[src/hw/rtl/wsp_pkg.sv]
// types and constants shared by the wave stencil point update pipeline
package wsp_pkg;

    localparam int VALUE_BITS     = 32;
    localparam int DIFF_BITS      = 35;
    localparam int C2MO_BITS      = 34;
    localparam int COEF_BITS      = 32;
    localparam int COEF_HALF      = 16;
    localparam int COEF_FRAC_BITS = 30;
    localparam int PROD_BITS      = DIFF_BITS + COEF_HALF + 1;
    localparam int SUM_BITS       = PROD_BITS + 2;
    localparam int TOTAL_BITS     = SUM_BITS + COEF_HALF + 1;
    localparam int LAP_BITS       = TOTAL_BITS - COEF_FRAC_BITS;
    localparam int RES_BITS       = LAP_BITS + 1;
    localparam int CFG_IDX_BITS   = 3;
    localparam int CFG_DATA_BITS  = 32;

    typedef enum logic [CFG_IDX_BITS-1:0] {
        REG_COEF_X    = 3'd0,
        REG_COEF_Y    = 3'd1,
        REG_COEF_Z    = 3'd2,
        REG_GRID_LAST = 3'd3
    } t_reg_idx;

    typedef struct packed {
        logic [COEF_BITS-1:0] x;
        logic [COEF_BITS-1:0] y;
        logic [COEF_BITS-1:0] z;
    } t_coef;

    typedef struct packed {
        logic signed [DIFF_BITS-1:0]  dxx;
        logic signed [DIFF_BITS-1:0]  dyy;
        logic signed [DIFF_BITS-1:0]  dzz;
        logic signed [C2MO_BITS-1:0]  c2mo;
        logic        [VALUE_BITS-1:0] older;
        logic                         bnd;
    } t_diff;

    typedef struct packed {
        logic signed [SUM_BITS-1:0]   s_hi;
        logic signed [SUM_BITS-1:0]   s_lo;
        logic signed [C2MO_BITS-1:0]  c2mo;
        logic        [VALUE_BITS-1:0] older;
        logic                         bnd;
    } t_sum;

endpackage

[src/hw/rtl/wsp_round.sv]
// fourth and fifth stages: rounding to the value format, centre term, saturation
module wsp_round
    import wsp_pkg::*;
(
    input  logic                  i_clk,
    input  logic                  i_rst_n,
    input  logic                  i_valid,
    output logic                  o_ready,
    input  t_sum                  i_data,
    output logic                  o_valid,
    input  logic                  i_ready,
    output logic [VALUE_BITS-1:0] o_new_value,
    output logic                  o_saturated
);

    localparam logic signed [TOTAL_BITS-1:0] RoundHalf =
        TOTAL_BITS'(1) <<< (COEF_FRAC_BITS - 1);
    localparam logic signed [RES_BITS-1:0] ResMax = RES_BITS'((64'sd1 <<< (VALUE_BITS - 1)) - 1);
    localparam logic signed [RES_BITS-1:0] ResMin = -RES_BITS'(64'sd1 <<< (VALUE_BITS - 1));

    logic                         r_vld1;
    logic                         r_vld2;
    logic                         en1;
    logic                         en2;
    logic signed [TOTAL_BITS-1:0] total;
    logic signed [LAP_BITS-1:0]   r_lap;
    logic signed [C2MO_BITS-1:0]  r_c2mo;
    logic        [VALUE_BITS-1:0] r_older;
    logic                         r_bnd;
    logic signed [RES_BITS-1:0]   res;
    logic        [VALUE_BITS-1:0] r_value;
    logic        [VALUE_BITS-1:0] n_value;
    logic                         r_sat;
    logic                         n_sat;

    assign en2         = !r_vld2 || i_ready;
    assign en1         = !r_vld1 || en2;
    assign o_ready     = en1;
    assign o_valid     = r_vld2;
    assign o_new_value = r_value;
    assign o_saturated = r_sat;

    assign total = {i_data.s_hi[SUM_BITS-1], i_data.s_hi, {COEF_HALF{1'b0}}}
                 + TOTAL_BITS'(i_data.s_lo) + RoundHalf;

    always_comb begin
        res = RES_BITS'(r_lap) + RES_BITS'(r_c2mo);
        if (r_bnd) begin
            n_value = r_older;
            n_sat   = 1'b0;
        end else if (res > ResMax) begin
            n_value = ResMax[VALUE_BITS-1:0];
            n_sat   = 1'b1;
        end else if (res < ResMin) begin
            n_value = ResMin[VALUE_BITS-1:0];
            n_sat   = 1'b1;
        end else begin
            n_value = res[VALUE_BITS-1:0];
            n_sat   = 1'b0;
        end
    end

    always_ff @(posedge i_clk) begin
        if (!i_rst_n) begin
            r_vld1 <= 1'b0;
            r_vld2 <= 1'b0;
        end else begin
            if (en1) begin
                r_vld1 <= i_valid;
            end
            if (en2) begin
                r_vld2 <= r_vld1;
            end
        end
    end

    always_ff @(posedge i_clk) begin
        if (en1 && i_valid) begin
            r_lap   <= total[TOTAL_BITS-1:COEF_FRAC_BITS];
            r_c2mo  <= i_data.c2mo;
            r_older <= i_data.older;
            r_bnd   <= i_data.bnd;
        end
        if (en2 && r_vld1) begin
            r_value <= n_value;
            r_sat   <= n_sat;
        end
    end

endmodule
[config.mk]
export PLATFORM = sky130hd
export DESIGN_NAME = wsp_round
export DESIGN_NICKNAME = d
export VERILOG_FILES = /design/src/hw/rtl/wsp_pkg.sv /design/src/hw/rtl/wsp_round.sv
export SDC_FILE = /design/constraint.sdc
export NUM_CORES = 1
export LEC_CHECK = 0
export BUFFER_PORTS_ARGS = -buffer_cell sky130_fd_sc_hd__buf_2
export CORE_MARGIN = 4
export CORE_UTILIZATION = 50
export DETAILED_ROUTE_END_ITERATION = 8
export GPL_ROUTABILITY_DRIVEN = 1
export PLACE_DENSITY = 0.83
export SETUP_SLACK_MARGIN = 0.15
export SLEW_MARGIN = 20
export SYNTH_ARGS = -nofsm -noshare
export SYNTH_HDL_FRONTEND = slang
export SYNTH_SLANG_ARGS = --single-unit
[constraint.sdc]
create_clock -name i_clk -period 5.15 [get_ports i_clk]
set_clock_uncertainty 0.2 [all_clocks]
set_input_delay 1.03 -clock i_clk [delete_from_list [all_inputs] [get_ports i_clk]]
set_output_delay 1.03 -clock i_clk [all_outputs]
set_load 0.005 [all_outputs]
Word level (Yosys, flattened, before mapping)
Index checks and enable logic that the tools add are counted.
- $add $sub $neg: 3
- reductions and logical operators: 6
- muxes and demuxes: 5
- order comparisons: 2
- operators by type and width (operator ; number):
    32-bit 2-to-1 mux ; 3
    70-bit by 54-bit adder with 71-bit output ; 1
    71-bit by 30-bit adder with 71-bit output, second input constant ; 1
    41-bit by 34-bit adder with 42-bit output ; 1
    42-bit by 32-bit > comparator with 1-bit output, second input constant ; 1
    42-bit by 32-bit less-than comparator with 1-bit output, second input constant ; 1
    1-bit logical AND ; 2
    1-bit logical NOT ; 2
    1-bit logical OR ; 2
    1-bit 2-to-1 mux ; 2
- input bits: 179
- register bits: 143
- logic and storage cells: 24

Logic depth before layout (Yosys ltp)
- word-level depth: 5
- depth in mapped cells: 14

Worst setup path after synthesis
Ideal clock, no wire load.
- path kind: input -> register
- from: input i_ready
- to: register r_bnd (enable)
- setup time: 479 ps
- slack: 784 ps
- arrival time: 3687 ps
- cell stages on the path: 3
- cell sequence: nor2b_1 > nand2_1 > and2_1
- cells in the longest elaborated chain, start to end: 3
- ends and longest elaborated chain (what ; line ; source):
    start: declaration ; wsp_round.sv:11 ; input logic i_ready,
    1-bit logical OR ; wsp_round.sv:36 ; assign en2 = !r_vld2 || i_ready;
    1-bit logical OR ; wsp_round.sv:37 ; assign en1 = !r_vld1 || en2;
    via o_ready ; wsp_round.sv:8 ; output logic o_ready,
    1-bit logical AND ; wsp_round.sv:78 ; if (en1 && i_valid) begin
    end signal: assignment ; wsp_round.sv:82 ; r_bnd <= i_data.bnd;
    end: declaration ; wsp_round.sv:29 ; logic r_bnd;
The timed path passes the listed nets, and every way through them passes these cells.
A chain may end at the register's enable or synchronous reset.

Worst setup path after layout
- from: register r_lap[0]
- to: register r_value[25] (netlist: o_new_value[25]), data pin
- cells in the longest elaborated chain, start to end: 5
- ends and longest elaborated chain (what ; line ; source):
    start: declaration ; wsp_round.sv:26 ; logic signed [LAP_BITS-1:0] r_lap;
    start signal: assignment ; wsp_round.sv:79 ; r_lap <= total[TOTAL_BITS-1:COEF_FRAC_BITS];
    41-bit by 34-bit adder with 42-bit output (*) ; wsp_round.sv:47 ; res = RES_BITS'(r_lap) + RES_BITS'(r_c2mo);
    42-bit by 32-bit less-than comparator with 1-bit output ; wsp_round.sv:54 ; end else if (res < ResMin) begin
    32-bit 2-to-1 mux ; wsp_round.sv:54 ;
    32-bit 2-to-1 mux (*) ; wsp_round.sv:51 ; end else if (res > ResMax) begin
    32-bit 2-to-1 mux (*) ; wsp_round.sv:48 ; if (r_bnd) begin
    via n_value[25] ; wsp_round.sv:32 ; logic [VALUE_BITS-1:0] n_value;
    end signal: assignment ; wsp_round.sv:85 ; r_value <= n_value;
    end: declaration ; wsp_round.sv:31 ; logic [VALUE_BITS-1:0] r_value;
The timed path passes the listed nets; every way through them passes the cells marked *.

==> results.ini <==
[run_status]
status = finished, final reports clean

[sta]
period_share = 0.8790
final_max_slew_viol_count = 0
fin_crit_ps = 4527
fmax_ghz = 0.2209
hold_ws_ps = 335.4
rsz0062_at_grt = false
setup_viol_count_final = 0
tightest_slew_ps = 914.8
fin_setup_tns_ps = 0
max_slew_margin = 0.3901
hold_viol = 0

[setup_path]
crit_buf_inv = 2
r2r_setup_slack_ps = 620
cpPeakStageDelay_ps = 630
worstPathArrival_ps = 4470
path_cells = ha_1 > inv_1 > fa_1 > nand2b_1 > a21oi_1 > o311ai_2 > a2111oi_2 > o311ai_4 > a21o_1 > a211oi_1 > nand4_2 > o21ai_4 > buf_4 > o311ai_2
crit_path_frequent_cell = o311ai_2
worstSetupPathType = reg2reg
end_kind = register
cp_top_family = compound AO/OA/AOI/OAI gates
required_ps = 5090
cpMaxStageDelayCell = a2111oi_2
start_kind = register
cp_max_fo = 15

[placement]
finalWeightedCongestion = 0.9353
dp_hpwl_mm = 18.23
port_buffers = 197

[grt]
grt_pass1_vias = 7656
grt_pass1_wl_mm = 37.43
grt_start_max_net_pins = 71
antenna_found_initial = 2
overflow = 0
track_usage = 0.2082

[cts]
htree_levels = 4
cts_resized = 0
ctsHoldBuffers = 0
root_buffer = clkbuf_16
cts_setup_buffers = 0
cts_tree = yes
cts_buffers = 17
cts_buffer_depth = 2
clock_latency_ps = 430
clk_pin_slew_ps = 70
cts.sinks = 143

[layout]
drive_gt1_frac = 0.2369
layout.nets = 1436
area_growth_pct = 18.23
utilization = 0.6080
layout_commonest_cell = buf_2
layout_common_cells = buf_2, ha_1, edfxtp_1

[drt]
first_iter_violations = 525
first_pass_iters = 5
viasPerCell = 5.649
postRouteAntennaNets = 0
via_count = 7852
drt-total-wl_mm = 23.19
routedWlPerCell_microns = 16.69
drc_errors = 0

[power]
peakVddDrop_v = 0.0002084
p_per_area_nw_per_um2 = 347.3
leakage_nw = 5.154

[synthesis]
async_reset_ff_frac = 0
syn_nets = 1242
ys_ff_latch = 143
syn_avg_cell_area_sq_um = 11.07
synthFlopType = edfxtp_1
synth_cell_types = 70
yosysWarnings = 0
synth-edff-count = 141
postSynthCellCount = 916
synth_area_sq_um = 10140
synth-seq-area-share = 0.4215

[die]
rows = 51
die_w_microns = 150.4
die_y_microns = 150.4
initial_core_util = 0.5142
core_sq_um = 19720
ios = 214
die_area_sq_um = 22620

[job]
cap_violations = 0

[worst_hold_path]
worstHoldPathType = reg2reg

metal layers:
layer	routed length [microns]	GRT usage	share of wire
met4	461	0.06862	0.020
met2	10810	0.3364	0.47
met5	0	0	0
met1	10490	0.2863	0.45
met3	1430	0.03492	0.062
stage by stage:
| step | instances | area (sq um) | total power [mW] | setup WS (ps) |
|---|---|---|---|---|
| 2_1_floorplan | 916 | 10140 | 2.540 | 783.7 |
| 3_5_place_dp | 1356 | 11370 | 2.913 | 479.6 |
| 3_3_place_gp | 1356 | 11370 | 2.879 | 584.3 |
| 6_report | 1390 | 11990 | 4.164 | 623.3 |
| 5_1_grt | 1390 | 11990 | 4.411 | 357.9 |
| 4_1_cts | 1388 | 11980 | 4.171 | 625.4 |
synth_stat cells, types with 11 or more instances:
cell / count / area (sq um)
ha_1: 146 / 1827
edfxtp_1: 141 / 4234
a21oi_1: 79 / 395.4
nand2_1: 74 / 277.8
xnor2_1: 47 / 411.6
o21ai_0: 42 / 210.2
nor2_1: 40 / 150.1
a21o_1: 32 / 240.2
xor2_1: 32 / 280.3
inv_1: 24 / 90.09
clkbuf_1: 17 / 63.81
nand3_1: 16 / 80.08
nand4_1: 16 / 100.1
nor3_1: 15 / 75.07
nand2b_1: 12 / 75.07
nor2b_1: 12 / 75.07
o21bai_1: 11 / 82.58
state kept, by name, summed over array words and instances (netlist names):
name         flops
o_valid          1
r_lap           41
o_saturated      1
r_vld1           1
o_new_value     32
r_c2mo          34
r_bnd            1
r_older         32
logic make-up (layout without fill, tap and decap cells):
| kind of cell | count (synthesis) | after routing | share of synthesized area |
|---|---|---|---|
| AO/OA/AOI/OAI | 277 | 277 | 0.1946 |
| AND/OR/NAND/NOR | 213 | 213 | 0.1046 |
| adder cells (fa/ha/maj) | 147 | 147 | 0.1821 |
| flip-flops | 143 | 143 | 0.4215 |
| XOR/XNOR | 80 | 80 | 0.07095 |
| buffers and inverters | 54 | 261 | 0.02419 |
| multiplexers | 2 | 2 | 0.001974 |
| other | 0 | 2 | 0 |
power by group:
| group | total [mW] | switching, mW | internal [mW] |
|---|---|---|---|
| combinational | 1.43 | 0.862 | 0.572 |
| sequential | 1.48 | 0.0407 | 1.44 |
| clock | 1.24 | 0.546 | 0.699 |
| total | 4.16 | 1.45 | 2.71 |
final cells by class:
cell class              count  area (sq um)
diodes                      2         5.005
multi-input cells         719          5625
well taps                 265         331.6
inverters                  24         90.09
clock inverters            15         190.2
repair buffers            205          1046
flip-flops and latches    143          4274
fillers                  1570          7730
clock buffers              17         425.4
final timing paths:
check	startpoint	endpoint	cells past startpoint
hold / removal	r_vld1	o_valid	1
hold reg to reg	r_vld1	o_valid	1
setup reg to reg	r_lap[0]	o_new_value[25]	14
setup / recovery	r_lap[0]	o_new_value[25]	14
(Power assumes the default switching activity.)
