===== src/hw/rtl/wsp_pkg.sv =====
// types and constants shared by the wave stencil point update pipeline
package wsp_pkg;

    localparam int VALUE_BITS     = 32;
    localparam int DIFF_BITS      = 35;
    localparam int C2MO_BITS      = 34;
    localparam int COEF_BITS      = 32;
    localparam int COEF_HALF      = 16;
    localparam int COEF_FRAC_BITS = 30;
    localparam int PROD_BITS      = DIFF_BITS + COEF_HALF + 1;
    localparam int SUM_BITS       = PROD_BITS + 2;
    localparam int TOTAL_BITS     = SUM_BITS + COEF_HALF + 1;
    localparam int LAP_BITS       = TOTAL_BITS - COEF_FRAC_BITS;
    localparam int RES_BITS       = LAP_BITS + 1;
    localparam int CFG_IDX_BITS   = 3;
    localparam int CFG_DATA_BITS  = 32;

    typedef enum logic [CFG_IDX_BITS-1:0] {
        REG_COEF_X    = 3'd0,
        REG_COEF_Y    = 3'd1,
        REG_COEF_Z    = 3'd2,
        REG_GRID_LAST = 3'd3
    } t_reg_idx;

    typedef struct packed {
        logic [COEF_BITS-1:0] x;
        logic [COEF_BITS-1:0] y;
        logic [COEF_BITS-1:0] z;
    } t_coef;

    typedef struct packed {
        logic signed [DIFF_BITS-1:0]  dxx;
        logic signed [DIFF_BITS-1:0]  dyy;
        logic signed [DIFF_BITS-1:0]  dzz;
        logic signed [C2MO_BITS-1:0]  c2mo;
        logic        [VALUE_BITS-1:0] older;
        logic                         bnd;
    } t_diff;

    typedef struct packed {
        logic signed [SUM_BITS-1:0]   s_hi;
        logic signed [SUM_BITS-1:0]   s_lo;
        logic signed [C2MO_BITS-1:0]  c2mo;
        logic        [VALUE_BITS-1:0] older;
        logic                         bnd;
    } t_sum;

endpackage


===== src/hw/rtl/wsp_diff.sv =====
// first stage: axis second differences, centre term and boundary detect
module wsp_diff
    import wsp_pkg::*;
#(
    parameter int INDEX_BITS = 10
) (
    input  logic                         i_clk,
    input  logic                         i_rst_n,
    input  logic                         i_valid,
    output logic                         o_ready,
    input  logic signed [VALUE_BITS-1:0] i_centre,
    input  logic signed [VALUE_BITS-1:0] i_x_minus,
    input  logic signed [VALUE_BITS-1:0] i_x_plus,
    input  logic signed [VALUE_BITS-1:0] i_y_minus,
    input  logic signed [VALUE_BITS-1:0] i_y_plus,
    input  logic signed [VALUE_BITS-1:0] i_z_minus,
    input  logic signed [VALUE_BITS-1:0] i_z_plus,
    input  logic signed [VALUE_BITS-1:0] i_older,
    input  logic        [INDEX_BITS-1:0] i_row_index,
    input  logic        [INDEX_BITS-1:0] i_col_index,
    input  logic        [INDEX_BITS-1:0] i_grid_last,
    output logic                         o_valid,
    input  logic                         i_ready,
    output t_diff                        o_data
);

    logic                        r_vld;
    t_diff                       r_data;
    t_diff                       n_data;
    logic                        en;
    logic signed [DIFF_BITS-1:0] c2;

    assign en      = !r_vld || i_ready;
    assign o_ready = en;
    assign o_valid = r_vld;
    assign o_data  = r_data;

    always_comb begin
        c2           = DIFF_BITS'(i_centre) <<< 1;
        n_data.dxx   = DIFF_BITS'(i_x_minus) + DIFF_BITS'(i_x_plus) - c2;
        n_data.dyy   = DIFF_BITS'(i_y_minus) + DIFF_BITS'(i_y_plus) - c2;
        n_data.dzz   = DIFF_BITS'(i_z_minus) + DIFF_BITS'(i_z_plus) - c2;
        n_data.c2mo  = (C2MO_BITS'(i_centre) <<< 1) - C2MO_BITS'(i_older);
        n_data.older = i_older;
        n_data.bnd   = (i_row_index == '0) || (i_row_index >= i_grid_last)
                    || (i_col_index == '0) || (i_col_index >= i_grid_last);
    end

    always_ff @(posedge i_clk) begin
        if (!i_rst_n) begin
            r_vld <= 1'b0;
        end else if (en) begin
            r_vld <= i_valid;
        end
    end

    always_ff @(posedge i_clk) begin
        if (en && i_valid) begin
            r_data <= n_data;
        end
    end

endmodule


===== config.mk =====
export PLATFORM = sky130hd
export DESIGN_NAME = wsp_diff
export DESIGN_NICKNAME = d
export VERILOG_FILES = /design/src/hw/rtl/wsp_pkg.sv /design/src/hw/rtl/wsp_diff.sv
export SDC_FILE = /design/constraint.sdc
export NUM_CORES = 1
export LEC_CHECK = 0
export ABC_AREA = 1
export CORE_AREA = 5 5 203 205
export CTS_CLUSTER_DIAMETER = 100
export DETAILED_ROUTE_END_ITERATION = 8
export DIE_AREA = 0 0 208 210
export DONT_BUFFER_PORTS = 1
export PLACE_DENSITY = 0.62
export SYNTH_ARGS = -nofsm -noshare
export SYNTH_HDL_FRONTEND = slang
export SYNTH_SLANG_ARGS = --single-unit

===== constraint.sdc =====
create_clock -name i_clk -period 11.9 [get_ports i_clk]
set_input_delay 2.38 -clock i_clk [delete_from_list [all_inputs] [get_ports i_clk]]
set_output_delay 2.38 -clock i_clk [all_outputs]
set_load 0.005 [all_outputs]

; After elaboration in Yosys (flattened, before gate mapping)
; Cells that the tools add are included.
; W data, S select, Z words.
[totals]
register_bits = 173
inputBits = 290
out_inout_bits = 174
elab_cells = 24
[op_classes]
add_sub_neg = 7
magnitude_cmp = 2
n_reduce_logical = 8
[ops]
columns = cell, n
row1 = $sub A33 B33 Y34, 3
row2 = $add A32 B32 Y33, 3
row3 = $sub A33 B32 Y34, 1
row4 = $ge A10 B10 Y1, 2
row5 = $logic_not A10 Y1, 2
row6 = $logic_or A1 B1 Y1, 4
row7 = $logic_and A1 B1 Y1, 1
row8 = $logic_not A1 Y1, 1

; Depth between registers and ports, before layout
[logic_depth]
ltp_word = 4
ltp_mapped = 16

; Least setup slack after synthesis
; OpenSTA, ideal clock, no wires.
[synth_path]
kind = input port to flip-flop
startpoint = input port i_valid
endpoint = register r_data (netlist bit o_data[0]), enable pin
t_arrival_ns = 10.491
t_required_ns = 11.149
slack_ns = 0.659
path_stages = 2
path_buffers = 0
path_cell_list = inv_1 -> a21oi_1
[synth_via]
elab_chain_cells = 1
[synth_lines]
columns = item, line_no
row1 = "start, declared", wsp_diff.sv:9  ; input logic i_valid,
row2 = $logic_and A1 B1 Y1, wsp_diff.sv:58  ; if (en && i_valid) begin
row3 = "end signal, assigned", wsp_diff.sv:59  ; r_data <= n_data;
row4 = "end, declared", wsp_diff.sv:28  ; t_diff r_data;
; Every way passes these cells.
; A chain may end at the register's enable or synchronous reset.

; Worst setup path in the final report
[layout_path]
startpoint = input port i_ready
endpoint = output port o_ready
[layout_via]
elab_chain_cells = 1
[layout_lines]
columns = item, line_no
row1 = "start, declared", wsp_diff.sv:23  ; input logic i_ready,
row2 = $logic_or A1 B1 Y1, wsp_diff.sv:33  ; assign en = !r_vld || i_ready;
row3 = "end, declared", wsp_diff.sv:10  ; output logic o_ready,
; Every way passes these cells.

==> results.md <==
* Outcome: finished, final reports clean
* Maximum root-to-sink buffer count at 2
* Area occupied by registers at 5060 um2
* Number of nets in the synthesized netlist at between 2000 and 3000
* Detail-routed via count per cell at 5.26
* # clock sinks at between 150 and 200
* PortBufs at 0
* Area added between synthesis and finish at 7.40%
* Post-synthesis sequential element count at 169
* Antenna cells at 0
* Largest net degree at the start of global routing at 74
* Most numerous cell types in the synthesized netlist: 570 x sky130_fd_sc_hd__inv_1, 543 x sky130_fd_sc_hd__nand2_1, 217 x sky130_fd_sc_hd__nor2_1, 168 x sky130_fd_sc_hd__edfxtp_1, 167 x sky130_fd_sc_hd__a21oi_1
* Portion of synthesized cell area occupied by the leading cell type at 29.0%
* DIE WIDTH at around 210 um
* Post-DRT Antenna Nets at 0
* Detailed placement HPWL at 51.3 mm
* Area of all placed cells without fillers at 18700 um2
* Fmax at 202 MHz
* Final weighted congestion in routability-driven placement at 0.968
* Share of layout cells above drive strength 1 at 4.16%
* Area used by multi-input combinational logic at between 10000 and 15000 um2
* Quantity of hold-fixing buffers added after cts at 0
* Adder-cell share of the synthesized area at 22.0%
* Endpoint class of the critical path: output pin
* Cell family contributing the most delay on the critical path: simple AND/OR/NAND/NOR gates
* Number of hold-slack violations in the final timing report at 0
* Library cell occupying the most area in the post-synthesis netlist: sky130_fd_sc_hd__edfxtp_1
* Number of unique standard cell types used by synthesis at 31
* Worst-skew pair later-pin latency at 0.48 ns
* XOR/XNOR Fraction of Synth Area at 3.98%
* Standard-cell row count at 73
* Number of antenna violations at the first check in global routing at 0
* Final total negative setup slack at 0 ns
* Max_cap viols at 0
* Final worst clock skew at 0.0126 ns
* Worst slew margin relative to its limit at ~34%
* Share of synthesized area occupied by flip-flops and latches at 29.1%
* Initial Utilization at 44.3%
* Endpoints failing setup at 0
* Proportion of synthesized flip-flops having asynchronous set or reset at 0%
* # IOs at 464
* CTS H-tree lvls at 4
* Aggregate global routing overflow at 0
* Count of cells resized by post-cts repair at 0
* Slew at the pin with the worst max-slew slack at between 0.9 and 1 ns
* Number of fillers in the final layout at 4009
* Final worst path period share at 41.6%
* Number of DRC markers after the initial detailed-route iteration at approximately 1000
* Launch point of the worst path: i_ready
* Global-route wire length before repair at 90.7 mm
* Crit-path slowest cell: sky130_fd_sc_hd__nand2_1
* Setup repair after global routing missed its margin: no
* Buf/Inv on CP at 1
* Aggregate routed wire length at 61.1 mm
* Worst path arrival time at 2.57 ns
* Syn Std Cell Area at 17400 um2
* Ys Warns at 0
* GR Util All Layers at 27.3%
* Cell count after synthesis at 2322
* Power per Cell Area at 138 nW/um2
* Number of buffers created by CTS at 17
* Reg2Reg Launch Point: o_valid$_SDFFE_PN0N_
* CTS tree: done
* Least setup slack across all paths after layout at 6.95 ns
* Dominant combinational cell family by area after synthesis: simple AND/OR/NAND/NOR gates
* First-pass iteration count of the detailed router at 5
* Die height at 210 um
* Clock Root Buffer: sky130_fd_sc_hd__clkbuf_16
* Main flop type after synthesis: sky130_fd_sc_hd__edfxtp_1
* Area fraction in compound gates after synthesis at 9.56%
* Count of flip-flops with a built-in enable after synthesis at 168
* Final min period at 4.95 ns
* Type of element launching the critical path: input pin
* Startpoint of the lowest-slack hold path: o_valid$_SDFFE_PN0N_
* Via count at between 15000 and 20000
* DRC errors left at 0
* Average detailed-routed wire length per instance at 21.2 um
* Die area at 43700 um2
* Class of the most critical setup path: in -> out
* Simple-gate share of the synthesized area at 22.8%
* Placed cell area at 18100 um2
* Area of the core at 39300 um2
* Class of the most critical hold timing path: reg -> reg
* Buffers inserted by post-CTS timing repair at 0
* Clock transition at the registers of the reported paths at 0.07 ns
* CP Data Required Time at 9.52 ns
* Multiplexer share of the synthesized area at 0%
* Count of final max-slew check failures at 0
* Worst path max stage delay at 0.10 ns
* Series of cell instances along the critical path: inv_1, nand2_1
* Highest fanout seen on the critical path at 2
* Final #Nets at 2878
* Worst-case vdd ir drop at 0.107 mV
* Leakage dissipation at slightly below 10 nW
* Number of global-route vias before repair at 14989
* Mean instance size in the synthesized netlist at between 7 and 8 um2
* Pre-CTS setup slack at just under 7 ns
* Main area contributors after synthesis: sky130_fd_sc_hd__edfxtp_1 29%, sky130_fd_sc_hd__inv_1 12%, sky130_fd_sc_hd__nand2_1 12%
* Most instantiated library cell after synthesis: sky130_fd_sc_hd__inv_1
## state kept, by name (all words and copies together), names as in the netlist
signal,flops
o_data,168
o_valid,1
## per-stage QoR
stage	hold WS [ns]	power (mW)	utilization, %	cells
2_1_floorplan	0.523	1.65	-	2322
3_3_place_gp	0.607	1.93	46.0	2846
3_5_place_dp	0.614	1.94	46.0	2846
4_1_cts	0.631	2.57	47.6	2878
5_1_grt	0.681	2.75	47.6	2878
6_report	0.623	2.57	47.6	2878
## layout make-up
| class | instances | share of cell area (%) |
|---|---|---|
| multi-input cells | 1579 | 54.4 |
| flip-flops and latches | 169 | 27.1 |
| inverters | 570 | 11.5 |
| well taps | 525 | 3.52 |
| clock buffers | 17 | 2.28 |
| clock inverters | 15 | 1.07 |
| repair buffers | 3 | 0.121 |
## worst paths after layout
kind	end	slack, ns	depth (start not counted)
max	o_ready	6.95	2
min	o_valid$_SDFFE_PN0N_	0.62	2
max reg2reg	o_data[32]$_DFFE_PP_	9.48	3
min reg2reg	o_valid$_SDFFE_PN0N_	0.62	2
## cell usage in the layout, fill, tap and decap left out, types with 2 or more instances in the layout
cell type / synthesis / final
sky130_fd_sc_hd__and2_2: 3 / 3
sky130_fd_sc_hd__buf_4: 4 / 3
sky130_fd_sc_hd__nand2_1: 543 / 543
sky130_fd_sc_hd__inv_6: 0 / 3
sky130_fd_sc_hd__o21bai_1: 7 / 7
sky130_fd_sc_hd__nor4_1: 11 / 11
sky130_fd_sc_hd__nand3_1: 97 / 97
sky130_fd_sc_hd__clkinv_8: 0 / 2
sky130_fd_sc_hd__nor2_2: 6 / 6
sky130_fd_sc_hd__o21a_1: 4 / 4
sky130_fd_sc_hd__nand2_2: 32 / 32
sky130_fd_sc_hd__edfxtp_1: 168 / 168
sky130_fd_sc_hd__o21ai_0: 86 / 86
sky130_fd_sc_hd__bufinv_16: 0 / 2
sky130_fd_sc_hd__o211ai_1: 10 / 10
sky130_fd_sc_hd__inv_8: 0 / 6
sky130_fd_sc_hd__fa_1: 97 / 97
sky130_fd_sc_hd__xnor2_1: 8 / 8
sky130_fd_sc_hd__nand3_2: 5 / 5
sky130_fd_sc_hd__xor2_1: 71 / 71
sky130_fd_sc_hd__a21oi_1: 167 / 166
sky130_fd_sc_hd__o211ai_2: 7 / 7
sky130_fd_sc_hd__ha_1: 151 / 151
sky130_fd_sc_hd__inv_1: 570 / 570
sky130_fd_sc_hd__a21o_1: 18 / 18
sky130_fd_sc_hd__nor3_1: 7 / 7
sky130_fd_sc_hd__nand4_1: 19 / 19
sky130_fd_sc_hd__nor2_1: 217 / 217
sky130_fd_sc_hd__clkbuf_16: 0 / 17
sky130_fd_sc_hd__nor3_2: 8 / 8
## kinds of logic (layout without fill, tap and decap cells)
kind of cell | count (synthesis) | count (layout)
buf+inv | 574 | 605
fa+ha+maj | 248 | 248
flops | 169 | 169
compound gates | 301 | 301
simple gates | 951 | 951
xor+xnor | 79 | 79
## per-layer routing
layer	vias to the layer above	global-route usage [%]	part of all wire, %
met5	-	0	0
met4	0	8.29	2.8
met3	67	6.65	6.7
met2	526	46.4	48
met1	7229	34.7	43
li1	7323	-	-
## where the power goes
part	leakage [nW]	switching (mW)	internal [mW]
registers	1.64	0.0744	0.821
clock network	0.309	0.298	0.323
logic	7.74	0.698	0.355
total	9.69	1.07	1.50
(Power assumes the default switching activity.)
